$ cat config.mk
export PLATFORM = sky130hd
export DESIGN_NAME = lpf_queue
export DESIGN_NICKNAME = d
export VERILOG_FILES = /design/src/rtl/core/lpf_pkg.sv /design/src/rtl/core/lpf_queue.sv
export SDC_FILE = /design/constraint.sdc
export NUM_CORES = 1
export LEC_CHECK = 0
export BUFFER_PORTS_ARGS = -buffer_cell sky130_fd_sc_hd__buf_2
export CORE_ASPECT_RATIO = 1.5
export CORE_UTILIZATION = 46
export CTS_CLUSTER_SIZE = 10
export DETAILED_ROUTE_END_ITERATION = 12
export HOLD_SLACK_MARGIN = 0.06
export PLACE_DENSITY = 0.74
export SYNTH_ARGS = -nofsm -noshare
export SYNTH_HDL_FRONTEND = slang
export SYNTH_SLANG_ARGS = --single-unit
export TNS_END_PERCENT = 30
$ cat constraint.sdc
create_clock -name clk_i -period 1.7 [get_ports clk_i]
set_clock_uncertainty 0.1 [all_clocks]
set_input_delay 0.255 -clock clk_i [delete_from_list [all_inputs] [get_ports clk_i]]
set_output_delay 0.255 -clock clk_i [all_outputs]
set_load 0.03 [all_outputs]
$ cat src/rtl/core/lpf_pkg.sv
`timescale 1ns / 1ps
// ----------------------------------------------------------------------------
// lpf_pkg
// shared types, constants and helpers for the length-prefixed packet fifo
// ----------------------------------------------------------------------------
package lpf_pkg;

  // byte store geometry
  localparam int unsigned DEPTH = 1024;
  localparam int unsigned PTR_W = $clog2(DEPTH);

  // field widths
  localparam int unsigned CMD_W    = 2;
  localparam int unsigned LEN_W    = 10;
  localparam int unsigned BYTE_W   = 8;
  localparam int unsigned STATUS_W = 2;
  localparam int unsigned USED_W   = 11;
  localparam int unsigned COMMIT_W = 11;

  // header bytes in front of every packet
  localparam int unsigned HDR_BYTES = 2;

  // command queue between front and back
  localparam int unsigned QUEUE_DEPTH = 2;
  localparam int unsigned QPTR_W      = (QUEUE_DEPTH > 1) ? $clog2(QUEUE_DEPTH) : 1;
  localparam int unsigned QCNT_W      = $clog2(QUEUE_DEPTH + 1);

  typedef enum logic [CMD_W-1:0] {
    CMD_BEGIN = 2'd0,
    CMD_WRITE = 2'd1,
    CMD_READ  = 2'd2,
    CMD_RSVD  = 2'd3
  } cmd_e;

  typedef enum logic [1:0] {
    OP_BEGIN,
    OP_WRITE,
    OP_READ,
    OP_ILLEGAL
  } op_e;

  typedef enum logic [STATUS_W-1:0] {
    ST_OK      = 2'd0,
    ST_NO_ROOM = 2'd1,
    ST_EMPTY   = 2'd2,
    ST_SEQ     = 2'd3
  } status_e;

  typedef enum logic [2:0] {
    BS_CMD,
    BS_HDR_LO,
    BS_RD_HI,
    BS_RD_LO,
    BS_RD_EMPTY,
    BS_RD_DATA
  } back_state_e;

  typedef struct packed {
    logic [CMD_W-1:0]  command;
    logic [LEN_W-1:0]  pkt_len;
    logic [BYTE_W-1:0] data_byte;
  } in_item_t;

  typedef struct packed {
    logic [STATUS_W-1:0] status;
    logic [BYTE_W-1:0]   out_byte;
    logic                has_byte;
    logic [LEN_W-1:0]    out_len;
    logic                first_of_packet;
    logic                last_of_packet;
    logic [USED_W-1:0]   used_bytes;
  } out_item_t;

  // classified command as it sits in the queue
  typedef struct packed {
    op_e               op;
    logic [LEN_W-1:0]  pkt_len;
    logic [BYTE_W-1:0] data_byte;
  } q_item_t;

  // queue head as seen by the back end
  typedef struct packed {
    logic    valid;
    q_item_t item;
  } q_head_t;

  // circular pointer advance by a small step
  function automatic logic [PTR_W-1:0] ptr_add(input logic [PTR_W-1:0] p,
                                                input logic [1:0]       k);
    logic [PTR_W:0] s;
    s = {1'b0, p} + (PTR_W + 1)'(k);
    if (s >= (PTR_W + 1)'(DEPTH)) begin
      s = s - (PTR_W + 1)'(DEPTH);
    end
    return s[PTR_W-1:0];
  endfunction

endpackage

$ cat src/rtl/core/lpf_queue.sv
`timescale 1ns / 1ps
// ----------------------------------------------------------------------------
// lpf_queue
// short command queue between the front and the back end
// ----------------------------------------------------------------------------
module lpf_queue (
  input  logic             clk_i,
  input  logic             rst_ni,
  input  logic             push_i,
  input  lpf_pkg::q_item_t push_item_i,
  output logic             full_o,
  input  logic             pop_i,
  output lpf_pkg::q_head_t head_o
);

  lpf_pkg::q_item_t                 entries_q [lpf_pkg::QUEUE_DEPTH];
  logic [lpf_pkg::QPTR_W-1:0]       wr_ptr_q, wr_ptr_d;
  logic [lpf_pkg::QPTR_W-1:0]       rd_ptr_q, rd_ptr_d;
  logic [lpf_pkg::QCNT_W-1:0]       count_q, count_d;

  function automatic logic [lpf_pkg::QPTR_W-1:0] qptr_inc(
    input logic [lpf_pkg::QPTR_W-1:0] p
  );
    if (p == lpf_pkg::QPTR_W'(lpf_pkg::QUEUE_DEPTH - 1)) begin
      return '0;
    end
    return p + 1'b1;
  endfunction

  assign full_o      = (count_q == lpf_pkg::QCNT_W'(lpf_pkg::QUEUE_DEPTH));
  assign head_o.valid = (count_q != '0);
  assign head_o.item  = entries_q[rd_ptr_q];

  always_comb begin
    wr_ptr_d = push_i ? qptr_inc(wr_ptr_q) : wr_ptr_q;
    rd_ptr_d = pop_i ? qptr_inc(rd_ptr_q) : rd_ptr_q;
    count_d  = count_q;
    if (push_i && !pop_i) begin
      count_d = count_q + 1'b1;
    end else if (!push_i && pop_i) begin
      count_d = count_q - 1'b1;
    end
  end

  always_ff @(posedge clk_i or negedge rst_ni) begin
    if (!rst_ni) begin
      wr_ptr_q <= '0;
      rd_ptr_q <= '0;
      count_q  <= '0;
    end else begin
      wr_ptr_q <= wr_ptr_d;
      rd_ptr_q <= rd_ptr_d;
      count_q  <= count_d;
    end
  end

  always_ff @(posedge clk_i) begin
    if (push_i) begin
      entries_q[wr_ptr_q] <= push_item_i;
    end
  end

endmodule

; ---- Word-level counts from Yosys, hierarchy flattened
; Memory sizes are Yosys's and may differ from the RTL's.
; Cells that the tools add are included.
[classes]
addsub = 4
eq_ne = 1
n_mux = 10
n_reduce_logical = 6
[op_table]
columns = cell, n
row1 = 2-to-1 mux 1 bit, 8
row2 = 2-to-1 mux 2 bit, 2
row3 = nonzero test 2 bit, 2
row4 = adder 1 bit (second input constant), 2
row5 = adder 2 x 1 -> 2 bit (second input constant), 1
row6 = == test 2 bit (second input constant), 1
row7 = logical AND 1 bit, 2
row8 = zero test 1 bit, 2
row9 = subtractor 2 x 1 -> 2 bit (second input constant), 1
[word_totals]
register_bits = 4
mem_bits_rw = 40
n_memories = 1
[memory_table]
columns = name, depth, width, read_ports, rd_clocked_by_memory_dff, write_ports, line_no
row1 = entries_q, 2, 20, 1, 0, 1, lpf_queue.sv:16  ; lpf_pkg::q_item_t entries_q [lpf_pkg::QUEUE_DEPTH];

; ---- Depth between registers and ports, before layout
[depth]
ltp_word = 4
depth_mapped = 5

; ---- Worst setup path before layout
; OpenSTA, ideal clock, no wires.
[synth_path]
path_kind = reg2reg
from = register wr_ptr_q
to = memory entries_q[0][0] in the netlist's numbering (enable)
t_arrival_ns = 1.314
required_ns = 1.201
setup_slack_ns = -0.113
stages_incl_launch_ff = 2
n_path_buf = 0
synth_period_minus_slack_ns = 1.813
path_cell_list = dfrtp_1 -> nor2b_1
[synth_rtl]
columns = element, line_no
row1 = start: declaration, lpf_queue.sv:17  ; logic [lpf_pkg::QPTR_W-1:0] wr_ptr_q, wr_ptr_d;
row2 = start signal: assignment, lpf_queue.sv:51  ; wr_ptr_q <= wr_ptr_d;
row3 = end: declaration, lpf_queue.sv:16
; Straight into the memory's write port.

==> impl_metrics.env <==
export IMPL_synth_warnings=0
export IMPL_dieArea_sq_um=3968
export IMPL_p_seq_share_pct=38.9
export IMPL_ant_nets=0
export IMPL_crit_start="rd_ptr_q"
export IMPL_tns_ns=-0.1329
export IMPL_yosysMostFrequentCell="edfxtp_1"
export IMPL_clockBufferDepth=2
export IMPL_first_global_vias=1052
export IMPL_worstHoldPathCells=2
export IMPL_seq_area_sq_um=1303
export IMPL_ys_flop_type="edfxtp_1"
export IMPL_finalCritPeriodShare_pct=100.7
export IMPL_synth_area_leaders="edfxtp_1 (70%), mux2_4 (17%), dfrtp_1 (5.9%), xor2_1 (2.0%), buf_6 (1.3%)"
export IMPL_antenna_found_initial=0
export IMPL_placed_area_sq_um=2037
export IMPL_synth_cell_types=13
export IMPL_synth_seq_area_share_pct=76.13
export IMPL_whs_endpoint="wr_ptr_q"
export IMPL_violations="setup timing"
export IMPL_power_mw=3.998
export IMPL_fillCellCount=233
export IMPL_path_clk_slew_ns=0.07
export IMPL_yosys_area_top_type="edfxtp_1"
export IMPL_synth_top_cells_by_count="edfxtp_1 (40), mux2_4 (19), dfrtp_1 (4), xor2_1 (4)"
export IMPL_clockPowerShare_pct=15.0
export IMPL_synth_top_cell_area_share_pct=70.28
export IMPL_p_comb_share_pct=46.1
export IMPL_grt_busiest_layer="met2"
export IMPL_crit_path_start_kind="flip-flop"
export IMPL_synth_async_reset_ratio_pct=9.091
export IMPL_areaGrowthSynthToFinish_pct=43.63
export IMPL_clk_latency_ns=0.29
export IMPL_power_internal_mw=2.661
export IMPL_relSlewSlack_pct=89.02
export IMPL_p_sw_mw=1.337
export IMPL_path_class="flip-flop to output pin"
export IMPL_hp_class="primary input to flip-flop"
export IMPL_syn_avg_cell_area_sq_um=21.91
export IMPL_max_clock_freq_mhz=584.1
export IMPL_die_w_um=51.77
export IMPL_rows=26
export IMPL_grtUsageMet3_pct=7.143
export IMPL_drt_iter0_drc=19
export IMPL_synthesis_nets=103
export IMPL_clock_root_buffer="clkbuf_8"
export IMPL_synth_seq_cells=44
export IMPL_met1_usage_pct=17.58
export IMPL_vias=936
export IMPL_diodes=0
export IMPL_layout_setup_ws_ns=-0.01201
export IMPL_mappedNetlistArea_sq_um=1709
export IMPL_finalWeightedCongestion=0.6672
export IMPL_first_pass_iters=2
export IMPL_rsz0062_at_grt="yes"
export IMPL_cts_tree="yes"
export IMPL_start_util_pct=49.10
export IMPL_r2r_start="wr_ptr_q"
export IMPL_dp_slack_ns=0.2373
export IMPL_cts_buffers=5
export IMPL_finalInstanceArea_sq_um=2455
export IMPL_p_leak_nw=1.017
export IMPL_gr_usage_met2_pct=28.44
export IMPL_min_period_ns=1.712
export IMPL_cts_sinks=44
export IMPL_synthCells=78
export IMPL_core_area_sq_um=3481
export IMPL_drv_slew=0
export IMPL_arrival_ns=1.36
export IMPL_synth_edff_count=40
export IMPL_wl_per_cell_um=14.42
export IMPL_track_usage_pct=17.19
export IMPL_reg2regPathDepth=2
export IMPL_ios=46
export IMPL_overflow=0
export IMPL_htreeDepth=2
export IMPL_tightest_slew_ns=0.1647
export IMPL_cp_end_kind="output pin"
export IMPL_finalNetCount=181
export IMPL_route_detailed_drc=0
export IMPL_switching_share_pct=33.45
export IMPL_setup_viol_count_final=19
export IMPL_multi_input_area_sq_um=384.1
export IMPL_reg2reg_slack_ns=0.53
export IMPL_hold_viol_final=0
export IMPL_avgViaCountPerCell=4.727
export IMPL_r2r_end="entries_q[1][11]"
export IMPL_die_y_um=76.66
export IMPL_crit_fanout=10
export IMPL_max_cap_violations=0
export IMPL_grt_pass1_wl_mm=4.616
export IMPL_portBuffers=45
export IMPL_vdd_drop_max_uv=1308
export IMPL_layout_drive_gt1_share_pct=51.28
export IMPL_outcome="complete, but fails checks"
export IMPL_crit_required_ns=1.34
export IMPL_grt_max_degree=13
export IMPL_totalWireLength_mm=2.856
export IMPL_power_density_nw_per_um2=1629
export IMPL_hp_start="push_i"
-- flip-flops by register name, summed over array words and instances, names as in the netlist --
name	flops
count_q	2
entries_q	40
rd_ptr_q	1
wr_ptr_q	1
-- per-stage QoR --
| step | instances | hold slack (ns) | util [%] |
|---|---|---|---|
| global placement | 169 | -0.03691 | 58.52 |
| detailed placement | 169 | -0.02957 | 58.52 |
| global route | 198 | 0.09709 | 70.52 |
| floorplan | 78 | -0.1406 | - |
| CTS | 198 | 0.08278 | 70.52 |
| finish | 198 | 0.08999 | 70.52 |
-- cell type report --
cell class / count / area share (%)
clock buffer: 6 / 2.956
inverter: 1 / 0.1529
sequential: 44 / 53.06
multi-input combinational: 31 / 15.65
clock inverter: 1 / 0.2039
tap: 42 / 2.141
timing repair buffer: 73 / 25.84
-- power by group through the flow --
stage               Sequential [mW]  Combinational, mW  Clock, mW
finish                         1.56               1.84      0.598
global route                   1.58               1.94      0.654
CTS                            1.56               1.87      0.607
detailed placement             1.58               1.55          0
global placement               1.56               1.53          0
floorplan                      1.54               1.16          0
-- cell families after synthesis --
logic type	count (synthesis)	synth area share, %
simple gates	5	1.684
fa+ha+maj	1	0.7319
buf+inv	3	1.537
flops	44	76.13
mux	20	17.35
xor+xnor	5	2.562
-- how the worst max path moves through the flow --
| stage | end | slack (ns) | cells past startpoint |
|---|---|---|---|
| floorplan | entries_q[0][0] | 0.25 | 1 |
| global placement | head_o[15] | 0.25 | 3 |
| CTS | head_o[14] | -0.02 | 3 |
| finish | head_o[14] | -0.01 | 3 |
| global route | head_o[18] | -0.05 | 3 |
| detailed placement | head_o[15] | 0.24 | 3 |
-- layer usage --
layer / vias up / share of wire [%]
met4: 0 / 2.4
met3: 6 / 6.8
li1: 448 / -
met5: - / 0
met2: 37 / 53
met1: 445 / 38
-- cells in the final DEF (no fill, tap or decap) --
| cell type | netlist | layout |
|---|---|---|
| mux2_4 | 19 | 19 |
| dfrtp_2 | 0 | 1 |
| nor2_1 | 1 | 1 |
| xnor2_1 | 1 | 1 |
| inv_1 | 1 | 1 |
| buf_6 | 2 | 19 |
| and2_1 | 1 | 1 |
| xor2_1 | 4 | 4 |
| clkbuf_1 | 0 | 1 |
| dlygate4sd3_1 | 0 | 22 |
| clkinv_2 | 0 | 1 |
| mux2_2 | 1 | 1 |
| dfrtp_1 | 4 | 3 |
| nor2b_2 | 0 | 1 |
| clkbuf_8 | 0 | 5 |
| or2_2 | 1 | 1 |
| buf_2 | 0 | 26 |
| ha_1 | 1 | 1 |
| buf_4 | 0 | 4 |
| edfxtp_1 | 40 | 40 |
| nor2b_1 | 2 | 1 |
| buf_12 | 0 | 2 |
-- worst max-delay path, cell delays in order, from the launching register on --
cell     delay [ns]
dfrtp_2        0.45
buf_12         0.17
mux2_4         0.30
buf_6          0.14
-- what timing repair did --
| item | CTS | global route |
|---|---|---|
| hold buffers | 22 | 0 |
| resized for setup | 39 | 0 |
| setup buffers | 0 | 0 |
| endpoints found under the hold margin | 44 | 0 |
| setup endpoints to repair | 19 | 19 |
(Power assumes the default switching activity.)
